$ cat src/sv/assert_macros.svh
// Assertion macros shared by the base64 decoder modules.
// Needs clk_i and rst_ni in the scope where a macro is used.
`ifndef ASSERT_MACROS_SVH
`define ASSERT_MACROS_SVH

// Checks a property at every rising edge outside reset.
`define B64D_ASSERT(label, prop, msg) \
  label: assert property (@(posedge clk_i) disable iff (!rst_ni) (prop)) else $error(msg);

// Checks that a condition in one cycle implies another in the next.
`define B64D_ASSERT_NEXT(label, cond, prop, msg) \
  label: assert property (@(posedge clk_i) disable iff (!rst_ni) (cond) |=> (prop)) \
    else $error(msg);

`endif

$ cat src/sv/b64d_pkg.sv
// Types and constants for the base64 stream decoder.
// Used by the front, queue, back and top modules; depends on nothing.
package b64d_pkg;

  localparam logic [7:0] CH_PLUS    = 8'h2B;
  localparam logic [7:0] CH_SLASH   = 8'h2F;
  localparam logic [7:0] CH_PAD     = 8'h3D;
  localparam logic [7:0] CH_NEWLINE = 8'h0A;

  // Entries in the queue between classifier and decoder.
  localparam int unsigned QDEPTH = 2;
  localparam int unsigned QPTR_W = (QDEPTH > 1) ? $clog2(QDEPTH) : 1;
  localparam int unsigned QCNT_W = $clog2(QDEPTH + 1);

  typedef enum logic [1:0] {
    KIND_DATA = 2'd0,
    KIND_PAD  = 2'd1,
    KIND_SKIP = 2'd2,
    KIND_BAD  = 2'd3
  } kind_e;

  typedef enum logic [1:0] {
    STATUS_OK       = 2'd0,
    STATUS_BAD_CHAR = 2'd1,
    STATUS_BAD_LEN  = 2'd2,
    STATUS_UNUSED   = 2'd3
  } status_e;

  // One classified character as it travels through the queue.
  typedef struct packed {
    kind_e      kind;
    logic [5:0] sym;
    logic       last;
  } item_t;

endpackage

$ cat src/sv/base64_stream_decoder_top.sv
// Channel  Handshake                 Payload
// input    in_valid_i / in_stall_o   ch_i[7:0], last_i
// output   out_valid_o / out_stall_i data_byte_o[7:0], byte_valid_o, status_o[1:0],
//                                    end_of_text_o
//
// One character a cycle is sustained while the output is not stalled; a character
// accepted is written into the queue and, once popped from its head, is decoded and,
// if it yields a result, loaded into the output register.
// Input stall is raised only while the two-entry queue is full.
// The back end stalls whenever its output register holds a word that is
// being stalled, whether or not the next character yields a result.
// Reset is asynchronous, active low, and clears the decode state and queue.
// Depends on b64d_pkg, b64d_front, b64d_queue and b64d_back.
module base64_stream_decoder_top (
  input  logic       clk_i,
  input  logic       rst_ni,
  input  logic       in_valid_i,
  output logic       in_stall_o,
  input  logic [7:0] ch_i,
  input  logic       last_i,
  output logic       out_valid_o,
  input  logic       out_stall_i,
  output logic [7:0] data_byte_o,
  output logic       byte_valid_o,
  output logic [1:0] status_o,
  output logic       end_of_text_o
);
  import b64d_pkg::*;

  item_t front_item;
  item_t back_item;
  logic  push;
  logic  pop;
  logic  q_full;
  logic  q_empty;

  b64d_front u_front (
    .in_valid_i (in_valid_i),
    .in_stall_o (in_stall_o),
    .ch_i       (ch_i),
    .last_i     (last_i),
    .q_full_i   (q_full),
    .push_o     (push),
    .item_o     (front_item)
  );

  b64d_queue u_queue (
    .clk_i   (clk_i),
    .rst_ni  (rst_ni),
    .push_i  (push),
    .item_i  (front_item),
    .pop_i   (pop),
    .item_o  (back_item),
    .full_o  (q_full),
    .empty_o (q_empty)
  );

  b64d_back u_back (
    .clk_i         (clk_i),
    .rst_ni        (rst_ni),
    .q_empty_i     (q_empty),
    .item_i        (back_item),
    .pop_o         (pop),
    .out_valid_o   (out_valid_o),
    .out_stall_i   (out_stall_i),
    .data_byte_o   (data_byte_o),
    .byte_valid_o  (byte_valid_o),
    .status_o      (status_o),
    .end_of_text_o (end_of_text_o)
  );

endmodule

$ cat src/sv/b64d_front.sv
// Front end: takes input words and classifies each character.
// Depends on b64d_pkg; feeds b64d_queue.
module b64d_front (
  input  logic              in_valid_i,
  output logic              in_stall_o,
  input  logic [7:0]        ch_i,
  input  logic              last_i,
  input  logic              q_full_i,
  output logic              push_o,
  output b64d_pkg::item_t   item_o
);
  import b64d_pkg::*;

  kind_e      kind;
  logic [5:0] sym;

  always_comb begin
    kind = KIND_DATA;
    sym  = 6'd0;
    if (ch_i >= 8'h41 && ch_i <= 8'h5A) begin
      sym = 6'(ch_i - 8'h41);
    end else if (ch_i >= 8'h61 && ch_i <= 8'h7A) begin
      sym = 6'(ch_i - 8'h61 + 8'd26);
    end else if (ch_i >= 8'h30 && ch_i <= 8'h39) begin
      sym = 6'(ch_i - 8'h30 + 8'd52);
    end else if (ch_i == CH_PLUS) begin
      sym = 6'd62;
    end else if (ch_i == CH_SLASH) begin
      sym = 6'd63;
    end else if (ch_i == CH_PAD) begin
      kind = KIND_PAD;
    end else if (ch_i == CH_NEWLINE) begin
      kind = KIND_SKIP;
    end else begin
      kind = KIND_BAD;
    end
  end

  assign in_stall_o  = q_full_i;
  assign push_o      = in_valid_i && !q_full_i;
  assign item_o.kind = kind;
  assign item_o.sym  = sym;
  assign item_o.last = last_i;

endmodule

$ cat src/sv/b64d_queue.sv
// Short queue of classified characters between front and back.
// Depends on b64d_pkg and assert_macros.svh.
`include "assert_macros.svh"

module b64d_queue (
  input  logic            clk_i,
  input  logic            rst_ni,
  input  logic            push_i,
  input  b64d_pkg::item_t item_i,
  input  logic            pop_i,
  output b64d_pkg::item_t item_o,
  output logic            full_o,
  output logic            empty_o
);
  import b64d_pkg::*;

  item_t              mem_q [QDEPTH];
  logic [QPTR_W-1:0]  wr_ptr_q, wr_ptr_d;
  logic [QPTR_W-1:0]  rd_ptr_q, rd_ptr_d;
  logic [QCNT_W-1:0]  count_q, count_d;

  assign full_o  = (count_q == QCNT_W'(QDEPTH));
  assign empty_o = (count_q == '0);
  assign item_o  = mem_q[rd_ptr_q];

  always_comb begin
    wr_ptr_d = wr_ptr_q;
    rd_ptr_d = rd_ptr_q;
    count_d  = count_q;
    if (push_i) begin
      wr_ptr_d = (wr_ptr_q == QPTR_W'(QDEPTH - 1)) ? '0 : wr_ptr_q + 1'b1;
    end
    if (pop_i) begin
      rd_ptr_d = (rd_ptr_q == QPTR_W'(QDEPTH - 1)) ? '0 : rd_ptr_q + 1'b1;
    end
    if (push_i && !pop_i) begin
      count_d = count_q + 1'b1;
    end else if (pop_i && !push_i) begin
      count_d = count_q - 1'b1;
    end
  end

  always_ff @(posedge clk_i or negedge rst_ni) begin
    if (!rst_ni) begin
      wr_ptr_q <= '0;
      rd_ptr_q <= '0;
      count_q  <= '0;
    end else begin
      wr_ptr_q <= wr_ptr_d;
      rd_ptr_q <= rd_ptr_d;
      count_q  <= count_d;
    end
  end

  always_ff @(posedge clk_i) begin
    if (push_i) begin
      mem_q[wr_ptr_q] <= item_i;
    end
  end

  `B64D_ASSERT(a_q_no_overflow, !(push_i && full_o), "queue written while full")
  `B64D_ASSERT(a_q_no_underflow, !(pop_i && empty_o), "queue read while empty")

endmodule

$ cat src/sv/b64d_back.sv
// Back end: runs the decoder state on each classified character and
// holds the result word in an output register. Depends on b64d_pkg and assert_macros.svh.
`include "assert_macros.svh"

module b64d_back (
  input  logic            clk_i,
  input  logic            rst_ni,
  input  logic            q_empty_i,
  input  b64d_pkg::item_t item_i,
  output logic            pop_o,
  output logic            out_valid_o,
  input  logic            out_stall_i,
  output logic [7:0]      data_byte_o,
  output logic            byte_valid_o,
  output logic [1:0]      status_o,
  output logic            end_of_text_o
);
  import b64d_pkg::*;

  logic [1:0] phase_q, phase_d;
  logic [5:0] left_q, left_d;
  logic       pad_q, pad_d;
  logic       err_q, err_d;

  logic       have_byte;
  logic [7:0] byte_val;
  logic       has_result;
  status_e    status;
  logic       out_free;
  logic       load;

  logic       out_valid_q;
  logic [7:0] data_byte_q;
  logic       byte_valid_q;
  status_e    status_q;
  logic       eot_q;

  // The output register can take a new word when empty or being drained.
  assign out_free = !out_valid_q || !out_stall_i;
  assign pop_o    = !q_empty_i && out_free;

  always_comb begin
    phase_d   = phase_q;
    left_d    = left_q;
    pad_d     = pad_q;
    err_d     = err_q;
    have_byte = 1'b0;
    byte_val  = 8'd0;
    case (item_i.kind)
      KIND_SKIP: begin
      end
      KIND_PAD: begin
        if (phase_q < 2'd2) begin
          err_d = 1'b1;
        end else begin
          pad_d   = 1'b1;
          left_d  = 6'd0;
          phase_d = phase_q + 2'd1;
        end
      end
      KIND_DATA: begin
        if (pad_q) begin
          err_d = 1'b1;
        end else begin
          phase_d = phase_q + 2'd1;
          case (phase_q)
            2'd0: begin
              left_d = item_i.sym;
            end
            2'd1: begin
              byte_val  = {left_q, item_i.sym[5:4]};
              left_d    = {2'b00, item_i.sym[3:0]};
              have_byte = 1'b1;
            end
            2'd2: begin
              byte_val  = {left_q[3:0], item_i.sym[5:2]};
              left_d    = {4'b0000, item_i.sym[1:0]};
              have_byte = 1'b1;
            end
            default: begin
              byte_val  = {left_q[1:0], item_i.sym};
              left_d    = 6'd0;
              have_byte = 1'b1;
            end
          endcase
        end
      end
      default: begin
        err_d = 1'b1;
      end
    endcase

    // An invalid character outranks a short final group.
    if (err_d) begin
      status = STATUS_BAD_CHAR;
    end else if (item_i.last && phase_d != 2'd0) begin
      status = STATUS_BAD_LEN;
    end else begin
      status = STATUS_OK;
    end
    has_result = have_byte || item_i.last;

    // The final character of a text returns all decode state to its reset value.
    if (item_i.last) begin
      phase_d = 2'd0;
      left_d  = 6'd0;
      pad_d   = 1'b0;
      err_d   = 1'b0;
    end
  end

  assign load = pop_o && has_result;

  always_ff @(posedge clk_i or negedge rst_ni) begin
    if (!rst_ni) begin
      phase_q     <= 2'd0;
      left_q      <= 6'd0;
      pad_q       <= 1'b0;
      err_q       <= 1'b0;
      out_valid_q <= 1'b0;
    end else begin
      if (pop_o) begin
        phase_q <= phase_d;
        left_q  <= left_d;
        pad_q   <= pad_d;
        err_q   <= err_d;
      end
      if (load) begin
        out_valid_q <= 1'b1;
      end else if (!out_stall_i) begin
        out_valid_q <= 1'b0;
      end
    end
  end

  always_ff @(posedge clk_i) begin
    if (load) begin
      data_byte_q  <= byte_val;
      byte_valid_q <= have_byte;
      status_q     <= status;
      eot_q        <= item_i.last;
    end
  end

  assign out_valid_o   = out_valid_q;
  assign data_byte_o   = data_byte_q;
  assign byte_valid_o  = byte_valid_q;
  assign status_o      = status_q;
  assign end_of_text_o = eot_q;

  `B64D_ASSERT_NEXT(a_back_last_clears, pop_o && item_i.last,
    phase_q == 2'd0 && !pad_q && !err_q, "state not cleared after final character")
  `B64D_ASSERT(a_back_pad_phase, !pad_q || phase_q == 2'd3 || phase_q == 2'd0,
    "padding seen at an impossible phase")

endmodule

$ cat config.mk
export PLATFORM = sky130hd
export DESIGN_NAME = base64_stream_decoder_top
export DESIGN_NICKNAME = d
export VERILOG_FILES = /design/src/sv/b64d_pkg.sv /design/src/sv/base64_stream_decoder_top.sv /design/src/sv/b64d_front.sv /design/src/sv/b64d_queue.sv /design/src/sv/b64d_back.sv
export VERILOG_INCLUDE_DIRS = /design/src /design/src/sv
export SDC_FILE = /design/constraint.sdc
export NUM_CORES = 1
export LEC_CHECK = 0
export ABC_AREA = 1
export BUFFER_PORTS_ARGS = -buffer_cell sky130_fd_sc_hd__buf_2
export CAP_MARGIN = 0
export CORE_MARGIN = 5
export CORE_UTILIZATION = 58
export DETAILED_ROUTE_END_ITERATION = 10
export GPL_TIMING_DRIVEN = 0
export PLACE_DENSITY_LB_ADDON = 0.3
export SYNTH_ARGS = -nofsm -noshare
export SYNTH_HDL_FRONTEND = slang
export SYNTH_HIERARCHICAL = 1
export SYNTH_SLANG_ARGS = --single-unit
$ cat constraint.sdc
create_clock -name clk_i -period 2.6 [get_ports clk_i]
set_input_delay 0.39 -clock clk_i [delete_from_list [all_inputs] [get_ports clk_i]]
set_output_delay 0.39 -clock clk_i [all_outputs]
set_load 0.05 [all_outputs]
==> results.yml, run 1 <==
synthesis:
  synth_ff_type: "edfxtp_1"
  ys_async_sr_fraction_pct: 33.3
  synth_top_area_share_pct: 29.9
  ys_ff_latch: 45
  ys_types: 30
  avgSynthCellArea_um2: 8.28
  ys_seq_area_share_pct: 42.3
  syn_nets: 392
  synth_cells: 364
  yosys_warnings: 6
  netlist_top_cells_count: "nand2_1 (94), inv_1 (40), nand3_1 (34), edfxtp_1 (30), nor2_1 (29)"
  synth_area_mm2: 0.00301
  synth_top_area_cell: "edfxtp_1"
  synth_edf_count: 30
  post-synth-top-count-cell: "nand2_1"
  synthTopCellsByArea: "edfxtp_1 (30%), dfrtp_1 (12%), nand2_1 (12%)"
floorplanning:
  die-height_um: 82.1
  die_area_mm2: 0.00674
  die_width_um: 82.1
  start_util_pct: 59.4
  ios: 27
  row_count: 26
  core_area_mm2: 0.00507
sta:
  worst_pin_slew_ns: 0.701
  fin_setup_tns_ns: 0
  finalCritPeriodShare_pct: 92.1
  report.final.slew_viol_count: 0
  grt_setup_unrepaired: "false"
  period_needed_ns: 2.39
  max_slew_margin_pct: 53.1
  fmax_ghz: 0.418
  final_hold_viol_count: 0
  finalSetupViolCount: 0
  finClkSkew_ns: 0.00575
  hold_ws_ns: 0.00628
power:
  powerDensity_mw_per_mm2: 949
  leakagePower_nw: 1.57
  ir_worst_vdd_uv: 507
setup_path:
  start_kind: "flip-flop"
  required_ns: 2.53
  crit_fanout: 12
  critical-path-max-stage-delay_ns: 0.52
  rr_endpoint: "u_back/data_byte_o[0]"
  critPathKind: "reg -> reg"
  path_cells: "buf_6, mux2_4, nor2_2, nand2_1, inv_2, a21oi_1, nor2_2"
  critPathArrivalTime_ns: 2.32
  r2r_start: "u_queue/rd_ptr_q"
  regToRegSetupSlack_ns: 0.21
  crit_top_cell: "nor2_2"
  ff2ff_path_depth: 7
  critical_path.slowest_cell: "nor2_2"
  end_kind: "flip-flop"
routing:
  firstDrtPassIters: 4
  vias: 2461
  routedWlPerCell_um: 12.5
  drt_iter0_drc: 107
  via_per_inst: 5.30
  routed_wirelength_mm: 5.80
  antenna_left: 0
  drcViolationCount: 0
placement:
  port_buffers: 23
  gp_congestion: 0.892
  place_hpwl_mm: 4.50
clocking:
  clk_latency_ns: 0.29
  cts_tree: "yes"
  root_buffer: "clkbuf_8"
  ctsHoldBuffers: 0
  cts_buffer_depth: 2
  clk_pin_slew_ns: 0.07
  numCtsBuffers: 5
  cts_sinks: 45
  htreeDepth: 2
finish:
  drive_gt1_share_pct: 19.0
  area_growth_pct: 9.34
  antenna_cells: 0
  fin_nets: 422
worst_hold_path:
  hp-class: "in -> async"
global_route:
  track_usage_pct: 18.9
  grt_start_max_net_pins: 16
  overflow: 0
  antenna_found_initial: 0
  grt_pass1_vias: 2303
  grt_pass1_wl_mm: 9.92
job:
  maxCapViolations: 0
run_status:
  status: "finished clean"
[worst max-delay path by stage]
| stage | from | slack [ns] | cells past startpoint | to |
|---|---|---|---|---|
| after CTS | u_queue/rd_ptr_q | 0.20 | 7 | u_back/data_byte_o[6] |
| after detailed placement | u_queue/rd_ptr_q | -0.06 | 7 | u_back/data_byte_o[2] |
| after global routing | u_queue/rd_ptr_q | 0.1 | 7 | u_back/data_byte_o[6] |
| after floorplan | u_queue/rd_ptr_q | 0.41 | 7 | u_back/byte_valid_o |
| after global placement | u_queue/rd_ptr_q | 0.003 | 7 | u_back/data_byte_o[0] |
| final | u_queue/rd_ptr_q | 0.21 | 7 | u_back/data_byte_o[0] |
[cells in the final DEF, fill, tap and decap left out, drive strengths merged, types with 4 or more instances in the layout]
cell type / n
o21ai: 12
xor2: 7
nand3b: 4
nor2: 37
clkbuf: 6
nand2: 104
buf: 32
a21oi: 23
nand4: 12
nand3: 37
dfrtp: 15
edfxtp: 30
mux2: 9
inv: 45
ha: 15
[area by class of cell]
class / instances / area, µm²
plain buffers: 9 / 65.1
well taps: 70 / 87.6
clock buffers: 6 / 72.6
multi-input cells: 265 / 1500
inverters: 45 / 171
clock inverters: 1 / 3.75
flip-flops and latches: 45 / 1280
repair buffers: 23 / 115
fillers: 463 / 1780
[kinds of logic (layout without fill, tap and decap cells)]
| group | Yosys count | after routing | synth area share (%) |
|---|---|---|---|
| compound gates | 37 | 37 | 6.39 |
| xor+xnor | 8 | 8 | 2.32 |
| mux | 9 | 9 | 4.48 |
| simple gates | 196 | 196 | 30.4 |
| fa+ha+maj | 15 | 15 | 6.23 |
| buf+inv | 54 | 84 | 7.85 |
| flops | 45 | 45 | 42.3 |
[worst max-delay path, delay by kind of cell (launching register included)]
| family | cells | cell delay (ns) |
|---|---|---|
| and+or+nand+nor | 3 | 0.84 |
| DFF | 1 | 0.37 |
| muxes | 1 | 0.34 |
| buffers and inverters | 2 | 0.34 |
| AOI/OAI and AO/OA | 1 | 0.14 |
[where the power goes]
group,internal [mW],switching [mW]
sequential,1.06,0.124
clock,0.181,0.198
combinational,0.496,1.07
[per-stage QoR]
stage / total power [mW] / setup slack (ns) / cells / instance area (µm²) / util (%)
floorplan: 2.42 / 0.408 / 364 / 3010 / -
global placement: 2.71 / 0.00282 / 457 / 3220 / 63.4
detailed placement: 2.76 / -0.0620 / 457 / 3220 / 63.4
CTS: 3.15 / 0.204 / 464 / 3300 / 64.9
global route: 3.36 / 0.0976 / 464 / 3300 / 64.9
finish: 3.13 / 0.207 / 464 / 3300 / 64.9
[registers in the layout, indices dropped and copies added, names as in the netlist]
name,flops
u_back/out_valid_o,1
u_queue/rd_ptr_q,1
u_back/byte_valid_o,1
u_back/err_q,1
u_back/phase_q,2
u_queue/count_q,2
u_queue/mem_q,18
u_queue/wr_ptr_q,1
u_back/left_q,6
u_back/pad_q,1
u_back/status_o,2
u_back/data_byte_o,8
u_back/end_of_text_o,1
[timing repair]
| action | 4_1_cts | 5_1_grt |
|---|---|---|
| resized for setup | 1 | 0 |
| buffers inserted | 0 | 0 |
| endpoints found under the setup margin | 12 | 0 |
[routing by layer]
layer | vias to the layer above | GRT usage, % | share of wire [%]
li1 | 1253 | - | -
met2 | 58 | 35.2 | 54
met5 | - | 0 | 0
met1 | 1142 | 21.7 | 41
met4 | 0 | 7.81 | 1.8
met3 | 8 | 2.28 | 3.7
No activity file was read; power rests on OpenSTA's default activity.
==> inputs of run 2 (changes only) <==
--- a/config.mk
+++ b/config.mk
@@ -8,12 +8,13 @@
 export LEC_CHECK = 0
 export ABC_AREA = 1
 export BUFFER_PORTS_ARGS = -buffer_cell sky130_fd_sc_hd__buf_2
-export CAP_MARGIN = 0
+export CAP_MARGIN = 20
 export CORE_MARGIN = 5
 export CORE_UTILIZATION = 58
 export DETAILED_ROUTE_END_ITERATION = 10
 export GPL_TIMING_DRIVEN = 0
 export PLACE_DENSITY_LB_ADDON = 0.3
+export RECOVER_POWER = 50
 export SYNTH_ARGS = -nofsm -noshare
 export SYNTH_HDL_FRONTEND = slang
 export SYNTH_HIERARCHICAL = 1
==> results.yml, run 2 (synthesized netlist as in run 1, its figures left out) <==
run_status:
  status: "finished clean"
floorplanning:
  row_count: 26
  start_util_pct: 59.4
  die_width_um: 82.1
  ios: 27
  die-height_um: 82.1
  die_area_mm2: 0.00674
  core_area_mm2: 0.00507
finish:
  antenna_cells: 0
  max_flop_register: "u_queue/mem_q"
  layout_common_cells: "nand2_1 (94), inv_1 (40), nand3_1 (34)"
  area_growth_pct: 8.59
  final_common_cell: "nand2_1"
  final_cells: 464
  largest_register_ffs: 18
  fin_area_mm2: 0.00327
  fin_nets: 422
  drive_gt1_share_pct: 15.0
  final_core_util_pct: 64.5
clocking:
  cts_resized: 1
  clk_pin_slew_ns: 0.07
  root_buffer: "clkbuf_8"
  clk_latency_ns: 0.29
  numCtsBuffers: 5
  cts_sinks: 45
  htreeDepth: 2
  ctsHoldBuffers: 0
  cts_tree: "yes"
  cts_buffer_depth: 2
  cts_setup_buffers: 0
sta:
  finClkSkew_ns: 0.00588
  report.final.slew_viol_count: 0
  fmax_ghz: 0.415
  hold_ws_ns: 0.187
  final_hold_viol_count: 0
  grt_setup_unrepaired: "false"
  finalCritPeriodShare_pct: 92.6
  period_needed_ns: 2.41
  max_slew_margin_pct: 42.4
  worst_pin_slew_ns: 0.864
  finalSetupViolCount: 0
global_route:
  grt_start_max_net_pins: 16
  grt_pass1_wl_mm: 9.92
  grt_pass1_vias: 2303
  overflow: 0
  track_usage_pct: 18.9
  antenna_found_initial: 0
routing:
  vias: 2468
  drt_iter0_drc: 133
  drcViolationCount: 0
  routed_wirelength_mm: 5.85
  via_per_inst: 5.32
  routedWlPerCell_um: 12.6
  antenna_left: 0
  firstDrtPassIters: 6
worst_hold_path:
  hp-class: "in -> async"
power:
  ir_worst_vdd_uv: 487
  powerDensity_mw_per_mm2: 949
  leakagePower_nw: 1.52
setup_path:
  critPathKind: "reg -> reg"
  critPathArrivalTime_ns: 2.33
  crit_fanout: 12
  required_ns: 2.53
  end_kind: "flip-flop"
  start_kind: "flip-flop"
placement:
  gp_congestion: 0.892
  place_hpwl_mm: 4.50
  port_buffers: 23
  placed_area_mm2: 0.00322
  place_inst: 457
job:
  maxCapViolations: 0
==> run 2: changes by cell type in the layout (fill, tap and decap cells not counted), sizes merged <==
cell / previous run / this run
buf: 32 / 16
clkbuf: 6 / 22
==> run 2: report_power, final <==
part           internal (mW)  switching [mW]
clock                  0.181           0.199
combinational          0.470            1.07
sequential              1.06           0.123
total                   1.71            1.40
==> run 2: worst max-delay path, stage by stage, from the launching register on <==
cell,delay [ns]
dfrtp_1,0.37
buf_6,0.16
mux2_4,0.34
nor2_2,0.21
nand2_1,0.12
inv_2,0.18
a21oi_1,0.14
nor2_2,0.52
==> run 2: metrics by stage <==
step	setup slack (ns)	TNS [ns]	total power, mW
after CTS	0.204	0	3.15
after global routing	0.0976	0	3.34
after detailed placement	-0.0620	-0.735	2.76
final	0.191	0	3.10
after floorplan	0.408	0	2.42
after global placement	0.00282	0	2.71
==> run 2: path summary, 6_finish.rpt <==
path,startpoint,to,slack [ns],depth (start not counted)
setup / recovery,u_queue/rd_ptr_q,u_back/data_byte_o[6],0.19,7
hold / removal,rst_ni,u_back/left_q[5],0.19,1
setup reg to reg,u_queue/rd_ptr_q,u_back/data_byte_o[6],0.19,7
hold reg to reg,u_back/left_q[5],u_back/left_q[5],0.51,2
max in group asynchronous,rst_ni,u_queue/count_q[1],1.88,1
min in group clk_i,last_i,u_queue/mem_q[1][0],0.31,1
==> run 2: cell type report <==
cell class	instances	area, µm²
tap	70	87.6
inverter	45	171
clock buffer	6	72.6
timing repair buffer	23	96.3
clock inverter	1	3.75
fill	469	1800
sequential	45	1280
multi-input combinational	265	1500
buffer	9	65.1
==> run 2: layer usage <==
| layer | global-route usage, % | wire, µm |
|---|---|---|
| met5 | 0 | 0 |
| met4 | 7.81 | 104 |
| met3 | 2.28 | 253 |
| met2 | 35.2 | 3080 |
| met1 | 21.7 | 2400 |
